File: src/pmpd_pkg.sv
package pmpd_pkg;

    localparam logic [15:0] RESYNC_RESET = 16'd51;
    localparam logic [15:0] IDLE_MAX     = 16'hFFFF;

    localparam int QUEUE_DEPTH = 2;

    localparam logic MODE_BYTE = 1'b0;
    localparam logic MODE_TICK = 1'b1;

    localparam logic KIND_BUTTON = 1'b0;
    localparam logic KIND_MOTION = 1'b1;

    localparam logic [1:0] BTN_LEFT   = 2'd0;
    localparam logic [1:0] BTN_RIGHT  = 2'd1;
    localparam logic [1:0] BTN_MIDDLE = 2'd2;

    localparam int FLAG_X_SIGN = 4;
    localparam int FLAG_Y_SIGN = 5;

    typedef struct packed {
        logic [2:0]        changed;
        logic [2:0]        buttons;
        logic              motion;
        logic signed [8:0] dx;
        logic signed [8:0] dy;
    } pkt_desc_t;

endpackage

File: src/pmpd_front.sv
module pmpd_front #(
    parameter int PACKET_BYTES = 3
) (
    input  logic                clk,
    input  logic                rst_n,
    input  logic                in_valid,
    output logic                in_stall,
    input  logic                mode,
    input  logic [7:0]          data_byte,
    input  logic                cfg_valid,
    output logic                cfg_ready,
    input  logic [15:0]         cfg_data,
    input  logic                q_full,
    output logic                push,
    output pmpd_pkg::pkt_desc_t push_desc
);
    import pmpd_pkg::*;

    localparam int STORE_N = PACKET_BYTES - 1;
    localparam int IDX_W   = (STORE_N > 1) ? $clog2(STORE_N) : 1;
    localparam logic [1:0] LAST_IDX = 2'(PACKET_BYTES - 1);

    logic [15:0] resync_reg;
    logic [15:0] idle_reg;
    logic [15:0] idle_next;
    logic [1:0]  count_reg;
    logic [1:0]  count_next;
    logic [2:0]  prev_reg;
    logic [2:0]  prev_next;
    logic [7:0]  store_reg [STORE_N];

    logic        accept;
    logic        restart;
    logic [1:0]  cnt_eff;
    logic        complete;
    logic        store_we;
    logic [7:0]  flags;
    logic [7:0]  y_byte;
    logic [2:0]  changed;
    logic [8:0]  dx;
    logic [8:0]  dy;
    logic        motion;

    assign in_stall  = q_full;
    assign cfg_ready = 1'b1;
    assign accept    = in_valid && !q_full;

    assign restart  = (count_reg != 2'd0) && (idle_reg >= resync_reg);
    assign cnt_eff  = restart ? 2'd0 : count_reg;
    assign complete = accept && (mode == MODE_BYTE) && (cnt_eff == LAST_IDX);
    assign store_we = accept && (mode == MODE_BYTE) && (cnt_eff != LAST_IDX);

    generate
        if (STORE_N > 2) begin : g_y_stored
            assign y_byte = store_reg[2];
        end else begin : g_y_live
            assign y_byte = data_byte;
        end
    endgenerate

    assign flags   = store_reg[0];
    assign changed = flags[2:0] ^ prev_reg;
    assign dx      = {flags[FLAG_X_SIGN], store_reg[1]};
    assign dy      = {flags[FLAG_Y_SIGN], y_byte};
    assign motion  = (dx != 9'd0) || (dy != 9'd0);

    assign push              = complete && ((changed != 3'd0) || motion);
    assign push_desc.changed = changed;
    assign push_desc.buttons = flags[2:0];
    assign push_desc.motion  = motion;
    assign push_desc.dx      = dx;
    assign push_desc.dy      = dy;

    always_comb
    begin
        idle_next  = idle_reg;
        count_next = count_reg;
        prev_next  = prev_reg;
        if (accept)
        begin
            if (mode == MODE_TICK)
            begin
                if (idle_reg != IDLE_MAX)
                begin
                    idle_next = idle_reg + 16'd1;
                end
            end
            else
            begin
                idle_next = 16'd0;
                if (cnt_eff == LAST_IDX)
                begin
                    count_next = 2'd0;
                    prev_next  = flags[2:0];
                end
                else
                begin
                    count_next = cnt_eff + 2'd1;
                end
            end
        end
    end

    always_ff @(posedge clk or negedge rst_n)
    begin
        if (!rst_n)
        begin
            resync_reg <= RESYNC_RESET;
            idle_reg   <= 16'd0;
            count_reg  <= 2'd0;
            prev_reg   <= 3'd0;
        end
        else
        begin
            if (cfg_valid)
            begin
                resync_reg <= cfg_data;
            end
            idle_reg  <= idle_next;
            count_reg <= count_next;
            prev_reg  <= prev_next;
        end
    end

    always_ff @(posedge clk)
    begin
        if (store_we)
        begin
            store_reg[cnt_eff[IDX_W-1:0]] <= data_byte;
        end
    end

endmodule

File: src/pmpd_queue.sv
module pmpd_queue (
    input  logic                clk,
    input  logic                rst_n,
    input  logic                push,
    input  pmpd_pkg::pkt_desc_t push_desc,
    output logic                full,
    input  logic                pop,
    output logic                q_valid,
    output pmpd_pkg::pkt_desc_t pop_desc
);
    import pmpd_pkg::*;

    localparam int PTR_W = (QUEUE_DEPTH > 1) ? $clog2(QUEUE_DEPTH) : 1;
    localparam int CNT_W = $clog2(QUEUE_DEPTH + 1);
    localparam logic [CNT_W-1:0] DEPTH_C = CNT_W'(QUEUE_DEPTH);
    localparam logic [PTR_W-1:0] LAST_PTR = PTR_W'(QUEUE_DEPTH - 1);

    pkt_desc_t        mem_reg [QUEUE_DEPTH];
    logic [PTR_W-1:0] wr_reg;
    logic [PTR_W-1:0] rd_reg;
    logic [CNT_W-1:0] cnt_reg;
    logic             do_push;
    logic             do_pop;

    assign full     = (cnt_reg == DEPTH_C);
    assign q_valid  = (cnt_reg != '0);
    assign pop_desc = mem_reg[rd_reg];
    assign do_push  = push && !full;
    assign do_pop   = pop && q_valid;

    always_ff @(posedge clk or negedge rst_n)
    begin
        if (!rst_n)
        begin
            wr_reg  <= '0;
            rd_reg  <= '0;
            cnt_reg <= '0;
        end
        else
        begin
            if (do_push)
            begin
                wr_reg <= (wr_reg == LAST_PTR) ? '0 : wr_reg + PTR_W'(1);
            end
            if (do_pop)
            begin
                rd_reg <= (rd_reg == LAST_PTR) ? '0 : rd_reg + PTR_W'(1);
            end
            if (do_push && !do_pop)
            begin
                cnt_reg <= cnt_reg + CNT_W'(1);
            end
            else if (do_pop && !do_push)
            begin
                cnt_reg <= cnt_reg - CNT_W'(1);
            end
        end
    end

    always_ff @(posedge clk)
    begin
        if (do_push)
        begin
            mem_reg[wr_reg] <= push_desc;
        end
    end

endmodule

File: src/pmpd_back.sv
module pmpd_back (
    input  logic                clk,
    input  logic                rst_n,
    input  logic                q_valid,
    input  pmpd_pkg::pkt_desc_t pop_desc,
    output logic                pop,
    output logic                out_valid,
    input  logic                out_stall,
    output logic                event_kind,
    output logic [1:0]          button_index,
    output logic                pressed,
    output logic signed [8:0]   delta_x,
    output logic signed [8:0]   delta_y,
    output logic                last_event
);
    import pmpd_pkg::*;

    logic              busy_reg;
    logic [3:0]        pend_reg;
    logic [3:0]        pend_next;
    logic [2:0]        btn_reg;
    logic signed [8:0] dx_reg;
    logic signed [8:0] dy_reg;

    logic              out_valid_reg;
    logic              kind_reg;
    logic [1:0]        idx_reg;
    logic              pressed_reg;
    logic signed [8:0] odx_reg;
    logic signed [8:0] ody_reg;
    logic              last_reg;

    logic              out_free;
    logic              advance;
    logic              done;
    logic              e_kind;
    logic [1:0]        e_idx;
    logic              e_pressed;

    assign out_free = !out_valid_reg || !out_stall;
    assign advance  = busy_reg && out_free;
    assign done     = advance && (pend_next == 4'd0);
    assign pop      = q_valid && (!busy_reg || done);

    always_comb
    begin
        pend_next = pend_reg;
        e_kind    = KIND_BUTTON;
        e_idx     = BTN_LEFT;
        e_pressed = 1'b0;
        priority if (pend_reg[0])
        begin
            pend_next[0] = 1'b0;
            e_idx        = BTN_LEFT;
            e_pressed    = btn_reg[0];
        end
        else if (pend_reg[1])
        begin
            pend_next[1] = 1'b0;
            e_idx        = BTN_RIGHT;
            e_pressed    = btn_reg[1];
        end
        else if (pend_reg[2])
        begin
            pend_next[2] = 1'b0;
            e_idx        = BTN_MIDDLE;
            e_pressed    = btn_reg[2];
        end
        else
        begin
            pend_next[3] = 1'b0;
            e_kind       = KIND_MOTION;
        end
    end

    always_ff @(posedge clk or negedge rst_n)
    begin
        if (!rst_n)
        begin
            busy_reg      <= 1'b0;
            pend_reg      <= 4'd0;
            out_valid_reg <= 1'b0;
        end
        else
        begin
            if (pop)
            begin
                busy_reg <= 1'b1;
                pend_reg <= {pop_desc.motion, pop_desc.changed};
            end
            else if (advance)
            begin
                busy_reg <= !done;
                pend_reg <= pend_next;
            end
            if (out_free)
            begin
                out_valid_reg <= busy_reg;
            end
        end
    end

    always_ff @(posedge clk)
    begin
        if (pop)
        begin
            btn_reg <= pop_desc.buttons;
            dx_reg  <= pop_desc.dx;
            dy_reg  <= pop_desc.dy;
        end
        if (advance)
        begin
            kind_reg    <= e_kind;
            idx_reg     <= e_idx;
            pressed_reg <= e_pressed;
            odx_reg     <= (e_kind == KIND_MOTION) ? dx_reg : 9'sd0;
            ody_reg     <= (e_kind == KIND_MOTION) ? dy_reg : 9'sd0;
            last_reg    <= (pend_next == 4'd0);
        end
    end

    assign out_valid    = out_valid_reg;
    assign event_kind   = kind_reg;
    assign button_index = idx_reg;
    assign pressed      = pressed_reg;
    assign delta_x      = odx_reg;
    assign delta_y      = ody_reg;
    assign last_event   = last_reg;

endmodule

File: src/ps2_mouse_packet_decoder_top.sv
// Accepts one item (byte or tick) per cycle while the packet queue has room.
// The first event of a packet passes through the two-entry packet queue, the
// back end's pending register and the output register; a packet's events then
// follow one per cycle while out_stall is low, up to four, from the back end.
// Async active-low reset clears counters, button levels, queue and output valid;
// resync limit resets to 51.
module ps2_mouse_packet_decoder_top #(
    parameter int PACKET_BYTES = 3
) (
    input  logic              clk,
    input  logic              rst_n,
    input  logic              in_valid,
    output logic              in_stall,
    input  logic              mode,
    input  logic [7:0]        data_byte,
    input  logic              cfg_valid,
    output logic              cfg_ready,
    input  logic [15:0]       cfg_data,
    output logic              out_valid,
    input  logic              out_stall,
    output logic              event_kind,
    output logic [1:0]        button_index,
    output logic              pressed,
    output logic signed [8:0] delta_x,
    output logic signed [8:0] delta_y,
    output logic              last_event
);
    import pmpd_pkg::*;

    pkt_desc_t push_desc;
    pkt_desc_t pop_desc;
    logic      push;
    logic      q_full;
    logic      pop;
    logic      q_valid;

    pmpd_front #(
        .PACKET_BYTES(PACKET_BYTES)
    ) u_front (
        .clk       (clk),
        .rst_n     (rst_n),
        .in_valid  (in_valid),
        .in_stall  (in_stall),
        .mode      (mode),
        .data_byte (data_byte),
        .cfg_valid (cfg_valid),
        .cfg_ready (cfg_ready),
        .cfg_data  (cfg_data),
        .q_full    (q_full),
        .push      (push),
        .push_desc (push_desc)
    );

    pmpd_queue u_queue (
        .clk       (clk),
        .rst_n     (rst_n),
        .push      (push),
        .push_desc (push_desc),
        .full      (q_full),
        .pop       (pop),
        .q_valid   (q_valid),
        .pop_desc  (pop_desc)
    );

    pmpd_back u_back (
        .clk          (clk),
        .rst_n        (rst_n),
        .q_valid      (q_valid),
        .pop_desc     (pop_desc),
        .pop          (pop),
        .out_valid    (out_valid),
        .out_stall    (out_stall),
        .event_kind   (event_kind),
        .button_index (button_index),
        .pressed      (pressed),
        .delta_x      (delta_x),
        .delta_y      (delta_y),
        .last_event   (last_event)
    );

endmodule

File: config.mk
export PLATFORM = sky130hd
export DESIGN_NAME = ps2_mouse_packet_decoder_top
export DESIGN_NICKNAME = d
export VERILOG_FILES = /design/src/pmpd_pkg.sv /design/src/pmpd_front.sv /design/src/pmpd_queue.sv /design/src/pmpd_back.sv /design/src/ps2_mouse_packet_decoder_top.sv
export SDC_FILE = /design/constraint.sdc
export NUM_CORES = 1
export LEC_CHECK = 0
export ABC_AREA = 0
export ABC_CLOCK_PERIOD_IN_PS = 10800
export BUFFER_PORTS_ARGS = -buffer_cell sky130_fd_sc_hd__buf_2
export CORE_AREA = 4 4 112 114
export DETAILED_ROUTE_END_ITERATION = 6
export DIE_AREA = 0 0 116 118
export HOLD_SLACK_MARGIN = 0.06
export PLACE_DENSITY = 0.75
export SLEW_MARGIN = 30
export SYNTH_ARGS = -nofsm -noshare
export SYNTH_HDL_FRONTEND = slang
export SYNTH_SLANG_ARGS = --single-unit
export TNS_END_PERCENT = 1
File: constraint.sdc
create_clock -name clk -period 10.8 [get_ports clk]
set_input_delay 0.54 -clock clk [delete_from_list [all_inputs] [get_ports clk]]
set_output_delay 0.54 -clock clk [all_outputs]
set_load 0.01 [all_outputs]
### After elaboration in Yosys (flattened, before gate mapping)

Memory sizes are Yosys's and may differ from the RTL's.
Cells that the tools add are included.

| cells by class | value |
|---|---|
| bitwise operators | 2 |
| magnitude comparators | 1 |
| reductions and logical operators | 36 |
| equal/unequal tests | 5 |
| muxes and demuxes | 27 |
| $add $sub $neg | 6 |

Operators with widths:

| kind | number |
|---|---|
| $mux 16 | 2 |
| $reduce_bool 9->1 | 2 |
| $add 16x1->16 const B | 1 |
| $ge 16x16->1 | 1 |
| $mux 1 | 16 |
| $ne 16x16->1 const B | 1 |
| $logic_and 1x1->1 | 13 |
| $mux 2 | 6 |
| $mux 4 | 2 |
| $reduce_bool 2->1 | 4 |
| $logic_not 1->1 | 7 |
| $add 2x1->2 const B | 2 |
| $eq 2x2->1 const B | 2 |
| $logic_not 4->1 | 1 |
| $logic_or 1x1->1 | 4 |
| $reduce_and 2->1 | 2 |
| $mux 3 | 1 |
| $reduce_and 3->1 | 1 |
| $reduce_bool 3->1 | 1 |
| $xor 3x3->3 | 1 |
| $add 1x1->1 const B | 2 |
| $ne 2x1->1 const B | 1 |
| $ne 2x2->1 const B | 1 |
| $reduce_or 2->1 | 1 |
| 2 further kinds | 2 |

| storage, ports and cells | value |
|---|---|
| memories | 2 |
| register bits after elaboration | 91 |
| logic and storage cells | 99 |
| bits in writable memories | 66 |
| output and inout port bits | 26 |

Memory list:

| memory | depth | bits a word | rd ports | clocked after memory_dff | write ports | RTL line | source |
|---|---|---|---|---|---|---|---|
| u_queue.mem_reg | 2 | 25 | 1 | 0 | 1 | pmpd_queue.sv:18 | `pkt_desc_t mem_reg [QUEUE_DEPTH];` |
| u_front.store_reg | 2 | 8 | 2 | 0 | 1 | pmpd_front.sv:30 | `logic [7:0] store_reg [STORE_N];` |

### Depth between registers and ports, before layout

Gate-level depths: netlist of run 1.

| depth | value |
|---|---|
| depth after elaboration | 11 |
| depth in mapped cells | 11 |

### Modules after synthesis

A second synthesis of run 1 with hierarchy kept.

| second synthesis, totals | value |
|---|---|
| cell total of the unflattened synthesis | 467 |
| area, all modules | 6631.4 um2 |

By module, submodules not included:

| module | cells an instance | area an instance (um2) | instances |
|---|---|---|---|
| pmpd_front | 265 | 2682.6 | 1 |
| pmpd_queue | 97 | 2105.8 | 1 |
| pmpd_back | 105 | 1843.0 | 1 |

### Worst setup path after synthesis of run 1

No wires, ideal clock.

| timing | value |
|---|---|
| path type | reg2reg |
| start | register u_front.resync_reg[0] |
| end | memory u_queue.mem_reg[0][0] (netlist bit) (enable) |
| stages on the path, launching flop included | 7 |
| arrival | 3.347 ns |
| data required time | 10.362 ns |
| slack | 7.014 ns |
| cell sequence | dfstp_2 > ha_1 > nand2b_1 > a2111oi_0 > or4_1 > nand4_1 > nor3_1 |

| between the ends | value |
|---|---|
| cells in the longest elaborated chain, start to end | 9 |

RTL lines:

| element | RTL line | source |
|---|---|---|
| start, declared | pmpd_front.sv:23 | `logic [15:0] resync_reg;` |
| start signal, assigned | pmpd_front.sv:117 | `resync_reg <= cfg_data;` |
| $ge 16x16->1 | pmpd_front.sv:48 | `assign restart = (count_reg != 2'd0) && (idle_reg >= resync_reg);` |
| $logic_and 1x1->1 | pmpd_front.sv:48 |  |
| $mux 2 | pmpd_front.sv:49 | `assign cnt_eff = restart ? 2'd0 : count_reg;` |
| $eq 2x2->1 | pmpd_front.sv:50 | `assign complete = accept && (mode == MODE_BYTE) && (cnt_eff == LAST_IDX);` |
| $logic_and 1x1->1 | pmpd_front.sv:50 |  |
| $logic_and 1x1->1 | pmpd_front.sv:67 | `assign push = complete && ((changed != 3'd0) \|\| motion);` |
| $logic_and 1x1->1 | pmpd_queue.sv:28 | `assign do_push = push && !full;` |
| $mux 1 | pmpd_queue.sv:62 | `if (do_push)` |
| $mux 1 (implied by the code) | pmpd_queue.sv:64 | `mem_reg[wr_reg] <= push_desc;` |
| end, declared | pmpd_queue.sv:18 |  |

No other way between the ends.

### Worst setup path in the final report of run 1

| timing | value |
|---|---|
| start | register u_front.idle_reg[0] |
| end | memory u_queue.mem_reg[1][5] (netlist bit) (enable) |

| between the ends | value |
|---|---|
| cells in the longest elaborated chain, start to end | 9 |

RTL lines:

| element | RTL line | source |
|---|---|---|
| start, declared | pmpd_front.sv:24 | `logic [15:0] idle_reg;` |
| start signal, assigned | pmpd_front.sv:119 | `idle_reg <= idle_next;` |
| $ge 16x16->1 | pmpd_front.sv:48 |  |
| $logic_and 1x1->1 | pmpd_front.sv:48 |  |
| $mux 2 | pmpd_front.sv:49 |  |
| $eq 2x2->1 | pmpd_front.sv:50 |  |
| $logic_and 1x1->1 | pmpd_front.sv:50 |  |
| $logic_and 1x1->1 | pmpd_front.sv:67 |  |
| $logic_and 1x1->1 | pmpd_queue.sv:28 |  |
| via u_queue.do_push | pmpd_queue.sv:22 | `logic do_push;` |
| $mux 1 | pmpd_queue.sv:62 |  |
| $mux 1 (implied by the code) | pmpd_queue.sv:64 |  |

The timed path passes the listed nets, and every way through them passes these cells.

==> impl_metrics.csv, run 1 <==
group,metric,value,unit
setup_path,critPathCaptureType,"register",
sta,slew_viol_final,0,
routing,vias_per_cell,5.37,
routing,wire_per_inst,15.2,um
floorplanning,rows,39,
routing,firstDrtPassIters,4,
synthesis,synth.yosys.warnings,0,
cts,cts-buffers-inserted,17,
hold_path,hold_class,"primary input to asynchronous set/reset pin",
setup_path,cp.required,10.85,ns
place,port_buffers,54,
cts,hold_buffers,0,
sta,fin_crit_sh,0.275,
floorplanning,die-area,0.0137,mm2
sta,hold_violations,0,
setup_path,rr_worst_depth,8,
synthesis,synthArstFlopShare,0.305,
power_and_ir_drop,internal-power,1.30,mW
floorplanning,io_pins,56,
setup_path,cp-endpoint,"u_queue.mem_reg[1][5]",
routing,vias,3515,
cts,clk_latency,0.41,ns
setup_path,cp.depth,8,
power_and_ir_drop,clockPowerShare,0.323,
place,place_hpwl,6970,um
cts,cts_buffer_depth,2,
synthesis,syn-cell-area,0.00623,mm2
synthesis,ys_seq_area_frac,0.705,
cts,post-cts-setup-buffer-count,0,
setup_path,cp_top_family,"simple AND/OR/NAND/NOR gates",
sta,final.setup.tns,0,ns
setup_path,cpPeakStageDelay,0.56,ns
finish,drive_above_1_share,0.254,
setup_path,path_buf_inv,1,
sta,clock_skew,0.00665,ns
finish,largest_register_ffs,50,
sta,fin_crit,2.97,ns
synthesis,synthCells,434,
setup_path,ff2ff_setup_slack,7.83,ns
sta,setup_slack,7.83,ns
grt,grt-ovfl-total,0,
synthesis,synth_top_area_share,0.516,
floorplanning,coreArea,0.0114,mm2
sta,fmax,336,MHz
place,place_inst,622,
routing,drt-initial-drc-count,248,
grt,first_global_vias,3546,
finish,insertedDiodeCount,0,
place,gp_congestion,0.818,
finish,final_cells,654,
synthesis,synth_top_area_cell,"edfxtp_1",
power_and_ir_drop,power_density,249,mW/mm2
power_and_ir_drop,leakage,2.86,nW
sta,slew_headroom,0.438,
sta,rsz0062_at_grt,"no",
finish,finish.utilization,0.635,
synthesis,yosys-top-cells-count,"edfxtp_1, dfrtp_1, nand2_1, o21ai_0, mux2_2",
power_and_ir_drop,switching_power,502,uW
run,cap_viol_max_count,0,
power_and_ir_drop,seqPwrFrac,0.493,
routing,drtAntennaViolNets,0,
cts,clockRootBuffer,"clkbuf_16",
floorplanning,die_y,118,um
power_and_ir_drop,comb_power_share,0.184,
synthesis,synth-main-ff-cell,"edfxtp_1",
cts,htreeDepth,4,
synthesis,synth_edf_count,107,
outcome,status,"completed",
finish,area_growth,16.3,%
setup_path,worstSetupStartpoint,"u_front.idle_reg[0]",
synthesis,synth_cell_type_count,48,
setup_path,crit_chain,"inv_1 > ha_1 > nand2b_1 > a2111oi_0 > or4_1 > nand4_1 > nor2_2 > and2_2",
setup_path,worstSetupStartpointType,"register",
finish,nNetsFinal,546,
setup_path,critPathSlowestCell,"and2_2",
synthesis,synth_most_common_cell,"edfxtp_1",
setup_path,worstSetupPathType,"register to register",
power_and_ir_drop,swShare,0.278,
place,pre_cts_slack,7.81,ns
setup_path,cp_max_fo,25,
power_and_ir_drop,irDropWorstVdd,0.000162,V
synthesis,avgSynthCellArea,14.4,um2
grt,antenna_found_initial,0,
cts,clock_sinks,154,
routing,drc_errors,0,
floorplanning,die_w,116,um
grt,grt_use_total,0.157,
setup_path,reg2reg_from,"u_front.idle_reg[0]",
floorplanning,initial_core_util,0.546,
synthesis,synth_area_leaders,"edfxtp_1, dfrtp_1, mux2_2",
grt,grt_pass1_wl,16800,um
cts,clk_pin_slew_worst_paths,0.06,ns
routing,routed_wl,9970,um
synthesis,synth-seq-cells,154,
grt,grt_max_degree,48,
setup_path,arrival,3.02,ns
synthesis,synth_nets,482,
sta,tightest_slew,0.842,ns
sta,setup_viol,0,
cts,cts_tree,"yes",
cts,cts_resized,0,
setup_path,r2r-end,"u_queue.mem_reg[1][5]",
## per-layer routing
layer	global-route usage	vias to the layer above	part of all wire
met3	0.0478	19	0.053
met1	0.193	1680	0.43
met4	0.0682	0	0.019
met5	0	-	0
met2	0.256	104	0.50
li1	-	1712	-
## how the worst min path moves through the flow
stage                                        from                endpoint  slack [ns]
final                                       rst_n  u_front.resync_reg[15]        0.13
after detailed placement  u_front.store_reg[0][5]   u_queue.mem_reg[0][8]        0.46
after floorplan                             rst_n         u_back.busy_reg        0.24
after global placement    u_front.store_reg[1][3]  u_queue.mem_reg[0][12]        0.44
after CTS                                   rst_n  u_front.resync_reg[15]        0.14
after global routing                        rst_n  u_front.resync_reg[15]        0.17
## worst register-to-register path: stages (launching register included)
cell       delay [ns]
dfrtp_1          0.42
inv_1            0.06
ha_1             0.28
nand2b_1         0.13
a2111oi_0        0.40
or4_1            0.20
nand4_1          0.30
nor2_2           0.25
and2_2           0.56
## placed cells by master (no fill, tap or decap), drive strengths merged, types with 2 or more instances in the layout
cell type / instances
mux2i: 4
ha: 18
xnor2: 5
or2: 2
bufinv: 2
mux2: 26
a211oi: 3
nor3: 7
clkbuf: 17
nand3: 12
a21oi: 10
o21ai: 28
dfstp: 4
and4: 2
nand2: 35
o211ai: 2
a31oi: 2
nor4: 6
nand4: 4
clkinv: 3
buf: 55
and2: 21
or4: 3
inv: 26
and3: 4
clkinvlp: 5
nor2: 21
dfrtp: 43
nand2b: 3
edfxtp: 107
xor2: 13
or3: 5
## final cells by class
cell class              count  area, um2
well taps                 143        179
clock buffers              17        425
flip-flops and latches    154       4400
fillers                   836       4170
inverters                  21       78.8
multi-input cells         249       1730
clock inverters            15        165
repair buffers             55        280
## power by group through the flow
stage / registers [mW] / logic (mW) / clock network (mW)
after detailed placement: 0.903 / 0.337 / 0
after global placement: 0.894 / 0.324 / 0
final: 0.890 / 0.333 / 0.582
after floorplan: 0.894 / 0.228 / 0
after global routing: 0.907 / 0.376 / 0.621
after CTS: 0.892 / 0.340 / 0.592
## kinds of logic after synthesis
family          Yosys count  synth area share
fa+ha+maj                19            0.0377
other cells               1          0.000602
mux                      30            0.0534
compound gates           52            0.0482
flops                   154             0.705
simple gates            129             0.110
buf+inv                  31            0.0193
xor+xnor                 18            0.0253
## per-stage QoR
stage,area (um2),hold slack [ns],power (mW)
4_1_cts,7250,0.142,1.82
2_1_floorplan,6230,0.244,1.12
6_report,7250,0.130,1.81
3_3_place_gp,6650,0.445,1.22
3_5_place_dp,6660,0.461,1.24
5_1_grt,7250,0.174,1.90
No activity file was read; power rests on OpenSTA's default activity.
==> inputs of run 2 (changes only) <==
ABC_AREA = 1   (was 0)
ABC_CLOCK_PERIOD_IN_PS = 2600   (was 10800)
CORE_AREA = 4 4 117 119   (was 4 4 112 114)
DIE_AREA = 0 0 121 123   (was 0 0 116 118)
PLACE_DENSITY = 0.77   (was 0.75)
clock period = 2.6 ns   (was 10.8 ns; I/O delays follow)
==> run 2 against run 1 <==
Synthesized cell count increased by 44%; register-to-register slack worse by 7.6 ns; clock power rose to 4.0 times the previous value; fmax increased by 26%; critical endpoint is now u_queue.cnt_reg[1]; largest cell class unchanged.
==> impl_metrics.csv, run 2 <==
group,metric,value,unit
finish,area_growth,19.9,%
sta,setup_slack,0.236,ns
sta,tightest_slew,0.763,ns
grt,grt_pass1_wl,21400,um
power_and_ir_drop,leakage,3.60,nW
hold_path,hold_start,"mode",
routing,routed_wl,12500,um
finish,drive_above_1_share,0.171,
place,gp_congestion,0.846,
floorplanning,die-area,0.0149,mm2
finish,most-common-layout-cells,"nand2_1, edfxtp_1, inv_1, nor2_1, buf_2",
floorplanning,die_w,121,um
hold_path,holdPathStages,3,
floorplanning,initial_core_util,0.531,
synthesis,synth_nets,672,
grt,grt_max_degree,48,
hold_path,holdPathEnd,"u_front.idle_reg[0]",
power_and_ir_drop,power_density,974,mW/mm2
cts,cts_buffer_depth,2,
sta,setup_viol,0,
grt,first_global_vias,4590,
place,place_area,0.00718,mm2
synthesis,synth_edf_count,107,
synthesis,synth.yosys.warnings,0,
synthesis,synth-main-ff-cell,"edfxtp_1",
setup_path,cp_max_fo,3,
finish,largest_register_ffs,50,
grt,grt.met3_usage,0.0444,
setup_path,cp.required,2.90,ns
routing,drt-initial-drc-count,309,
sta,fin_crit_sh,0.909,
grt,gr-usage-met1,0.214,
cts,clockRootBuffer,"clkbuf_16",
synthesis,synth_top_area_share,0.481,
grt,antenna_found_initial,0,
finish,insertedDiodeCount,0,
sta,hold_violations,0,
sta,rsz0062_at_grt,"no",
sta,fin_crit,2.36,ns
floorplanning,io_pins,56,
synthesis,ys_seq_area_frac,0.658,
place,pre_cts_slack,0.294,ns
floorplanning,coreArea,0.0126,mm2
sta,fmax,423,MHz
finish,nNetsFinal,765,
setup_path,crit_chain,"inv_1 > ha_1 > nand2_1 > inv_1 > nand2_1 > nor2_1 > nor2_1 > nand2_1 > nand2_1 > nand4_1 > inv_1 > ha_1 > a21oi_1 > o21ai_0 > xor2_1",
routing,wire_per_inst,13.8,um
sta,slew_viol_final,0,
synthesis,synth_most_common_cell,"nand2_1",
cts,clock_sinks,154,
setup_path,critPathCaptureType,"register",
synthesis,synthArstFlopShare,0.305,
setup_path,cp_common_cell,"nand2_1",
setup_path,critPathSlowestCell,"dfstp_2",
synthesis,synthCells,624,
cts,post-cts-setup-buffer-count,0,
grt,grt_use_total,0.186,
sta,hold_ws,0.114,ns
synthesis,synth_area_leaders,"edfxtp_1, dfrtp_1, nand2_1",
floorplanning,die_y,123,um
grt,busiest_layer,"met2",
power_and_ir_drop,irDropWorstVdd,0.000614,V
cts,clk_pin_slew_worst_paths,0.06,ns
setup_path,reg2reg_from,"u_front.resync_reg[5]",
routing,firstDrtPassIters,5,
routing,vias,4512,
synthesis,yosys-top-cells-count,"nand2_1, edfxtp_1, inv_1, nor2_1, dfrtp_1",
setup_path,cpPeakStageDelay,0.51,ns
setup_path,rr_worst_depth,15,
finish,final_common_cell,"nand2_1",
floorplanning,rows,41,
synthesis,syn-cell-area,0.00668,mm2
cts,clk_latency,0.42,ns
place,place_hpwl,8380,um
synthesis,synth-seq-cells,154,
outcome,status,"completed",
synthesis,synth_top_area_cell,"edfxtp_1",
grt,grt-ovfl-total,0,
setup_path,arrival,2.66,ns
synthesis,synth_cell_type_count,37,
sta,clock_skew,0.00992,ns
routing,vias_per_cell,5.00,
place,port_buffers,54,
setup_path,r2r-end,"u_queue.cnt_reg[1]",
setup_path,worstSetupStartpointType,"register",
routing,drc_errors,0,
cts,cts-buffers-inserted,17,
setup_path,worstSetupStartpoint,"u_front.resync_reg[5]",
run,cap_viol_max_count,0,
routing,drtAntennaViolNets,0,
hold_path,hold_class,"primary input to register",
setup_path,ff2ff_setup_slack,0.24,ns
setup_path,worstSetupPathType,"register to register",
synthesis,avgSynthCellArea,10.7,um2
sta,slew_headroom,0.491,
finish,final_cell_area,0.00801,mm2
grt,use_met2,0.323,
cts,cts_tree,"yes",
cts,htreeDepth,4,
==> run 2: through the flow <==
step / power [mW] / utilization / TNS [ns] / instances
after global placement: 5.36 / 0.571 / 0 / 844
final: 7.80 / 0.637 / 0 / 902
after detailed placement: 5.46 / 0.571 / 0 / 844
after CTS: 7.85 / 0.637 / 0 / 902
after floorplan: 4.87 / - / -5.51 / 624
after global routing: 8.27 / 0.637 / 0 / 902
==> run 2: logic make-up (layout without fill, tap and decap cells) <==
logic type,after synthesis,count (layout),share of synthesized area
AND/OR/NAND/NOR,292,292,0.191
flip-flops,154,154,0.658
AO/OA/AOI/OAI,46,46,0.0399
buffers and inverters,102,208,0.0622
XOR/XNOR,8,8,0.0105
other,1,1,0.000561
adder cells (fa/ha/maj),18,18,0.0337
multiplexers,3,3,0.00468
==> run 2: worst max-delay path by stage <==
stage	endpoint	slack [ns]
2_1_floorplan	u_queue.mem_reg[1][0]	-0.22
3_3_place_gp	u_queue.cnt_reg[1]	0.36
3_5_place_dp	u_queue.cnt_reg[1]	0.29
4_1_cts	u_queue.cnt_reg[1]	0.26
5_1_grt	u_queue.cnt_reg[1]	0.06
6_report	u_queue.cnt_reg[1]	0.24
==> run 2: repair_timing <==
action / CTS / global route
endpoints found under the hold margin: 89 / 0
gates resized for setup: 0 / 0
hold buffers: 26 / 0
==> run 2: critical path, delay by kind of cell, from the launching register on <==
family	cells	cell delay, ns
compound gates	2	0.24
xor+xnor	1	0.16
fa+ha+maj	2	0.60
buf+inv	3	0.15
flops	1	0.51
simple gates	7	0.58
==> run 2: cell type report <==
type                       instances  area, um2
fill                             983       4560
sequential                       154       4390
multi-input combinational        368       1880
timing repair buffer              88        618
clock buffer                      18        429
inverter                          88        335
tap                              172        215
clock inverter                    14        136
==> run 2: power by group <==
part,switching [mW],internal [mW],total [mW]
clock network,1.01,1.34,2.35
registers,0.229,3.40,3.63
logic,1.21,0.599,1.81
==> run 2: metal layers <==
metal / up-vias / share of wire
met3: 27 / 0.046
met4: 0 / 0.027
met2: 124 / 0.52
met1: 2138 / 0.40
li1: 2223 / -
met5: - / 0
==> inputs of run 3 (changes only) <==
ABC_CLOCK_PERIOD_IN_PS = 1900   (was 2600)
clock period = 1.9 ns   (was 2.6 ns; I/O delays follow)
==> run 3 against run 2 <==
The flow now finishes with violations (setup timing); clock power increased by 38%; hold slack worse by 0.0091 ns; routed wire length is 2.3% higher; final area increased by 7.1%; fmax increased by 8.0%; utilization up 4.5 points; critical path depth shrank 4; critical path type unchanged; critical endpoint is now u_queue.mem_reg[0][14]; largest cell class unchanged.
==> impl_metrics.csv, run 3 (synthesized netlist as in run 2, its figures left out) <==
group,metric,value,unit
routing,vias_per_cell,4.88,
sta,slew_headroom,0.602,
finish,nNetsFinal,818,
routing,dr_wl_met2,6600,um
sta,fmax,457,MHz
setup_path,cp.required,2.03,ns
power_and_ir_drop,leakage,3.88,nW
floorplanning,die_w,121,um
setup_path,worstSetupPathType,"register to register",
floorplanning,coreArea,0.0126,mm2
finish,final_cells,955,
routing,drc_errors,0,
routing,routed_wl,12800,um
setup_path,arrival,2.32,ns
place,gp_congestion,0.829,
power_and_ir_drop,power_density,1300,mW/mm2
cts,cts_tree,"yes",
routing,highest_layer,"met4",
finish,final_common_cell,"nand2_1",
outcome,status,"complete, but fails checks",
grt,grt_pass1_wl,21500,um
finish,n_fill_cell,853,
place,place_inst,895,
sta,clock_skew,0.00613,ns
routing,drt-initial-drc-count,318,
cts,clk_pin_slew_worst_paths,0.06,ns
grt,grt_use_total,0.188,
setup_path,crit_chain,"ha_1 > nand2_1 > inv_1 > nand3_2 > nor3_1 > buf_4 > buf_4 > a21oi_2 > nand4_1 > clkinvlp_4 > buf_12",
sta,final.setup.tns,-13.01,ns
grt,first_global_vias,4656,
routing,drtAntennaViolNets,0,
cts,cts_buffer_depth,2,
finish,drive_above_1_share,0.258,
setup_path,cpPeakStageDelay,0.39,ns
outcome,violations,"setup timing",
sta,setup_slack,-0.290,ns
place,place_hpwl,8380,um
finish,most-common-layout-cells,"nand2_1, edfxtp_1, inv_1, buf_4, buf_2",
floorplanning,io_pins,56,
sta,setup_viol,63,
sta,hold_violations,0,
finish,insertedDiodeCount,0,
floorplanning,rows,41,
grt,grt_max_degree,48,
cts,htreeDepth,4,
sta,fin_crit,2.19,ns
cts,cts-buffers-inserted,17,
run,cap_viol_max_count,0,
cts,clk_latency,0.43,ns
sta,tightest_slew,0.598,ns
floorplanning,die-area,0.0149,mm2
floorplanning,die_y,123,um
routing,drt-met1-wl,5310,um
setup_path,critPathSlowestCell,"dfrtp_1",
routing,wire_per_inst,13.4,um
grt,grt-ovfl-total,0,
power_and_ir_drop,irDropWorstVdd,0.000927,V
finish,largest_register_ffs,50,
routing,vias,4663,
cts,clockRootBuffer,"clkbuf_16",
setup_path,critPathCaptureType,"register",
routing,firstDrtPassIters,4,
setup_path,cp_common_cell,"buf_4",
grt,antenna_found_initial,0,
cts,clock_sinks,154,
hold_path,hold_class,"primary input to register",
setup_path,cp_max_fo,25,
routing,wl_met3,569,um
sta,fin_crit_sh,1.15,
sta,rsz0062_at_grt,"yes",
setup_path,worstSetupStartpointType,"register",
sta,slew_viol_final,0,
floorplanning,initial_core_util,0.531,
finish,area_growth,28.4,%
place,port_buffers,54,
setup_path,ff2ff_setup_slack,-0.29,ns
[run 3: cell type report]
type	instances	area (um2)	share of cell area
repair buffers	141	1030	0.120
flip-flops and latches	154	4390	0.513
multi-input cells	368	2010	0.234
inverters	88	339	0.0396
clock inverters	15	158	0.0184
clock buffers	17	425	0.0496
well taps	172	215	0.0251
[run 3: repair_timing]
action | in CTS | in global routing
hold buffers | 27 | 0
setup endpoints to repair | 66 | 79
pin swaps | 1 | 1
endpoints found under the hold margin | 92 | 0
buffers inserted | 1 | 0
resized for setup | 10 | 16
[run 3: path summary, 6_finish.rpt]
path,start,endpoint,cells after the start
setup / recovery,u_front.idle_reg[10],u_queue.mem_reg[0][14],11
hold reg to reg,u_queue.wr_reg,u_queue.wr_reg,2
hold / removal,cfg_valid,u_front.resync_reg[1],3
max in group asynchronous,rst_n,u_front.idle_reg[11],3
setup reg to reg,u_front.idle_reg[10],u_queue.mem_reg[0][14],11
min in group asynchronous,rst_n,u_front.idle_reg[3],3
[run 3: stage by stage]
step                power [mW]  worst slack [ns]  area (um2)  utilization  hold slack [ns]
global placement          7.66            -0.288        7610        0.606            0.221
detailed placement        7.78            -0.350        7610        0.606            0.237
CTS                       11.1            -0.285        8530        0.678           0.0936
floorplan                 6.73            -0.317        6730            -           -0.201
finish                    11.1            -0.290        8570        0.682            0.105
global route              11.7            -0.367        8570        0.682            0.161
[run 3: metal layers]
| metal | vias up | track usage |
|---|---|---|
| met2 | 108 | 0.328 |
| met4 | 0 | 0.0814 |
| li1 | 2329 | - |
| met1 | 2200 | 0.222 |
| met5 | - | 0 |
| met3 | 26 | 0.0476 |
[run 3: power breakdown]
group	internal, mW	leakage (nW)	total [mW]	switching (mW)
clock	1.75	0.282	3.25	1.50
combinational	1.13	2.00	2.93	1.79
sequential	4.65	1.59	4.94	0.287
total	7.54	3.88	11.1	3.58
[run 3: critical path: cells and delay by family, from the launching register on]
family	cells	cell delay (ns)
flip-flops	1	0.39
AND/OR/NAND/NOR	4	0.38
adder cells (fa/ha/maj)	1	0.30
buffers and inverters	5	0.67
AO/OA/AOI/OAI	1	0.14
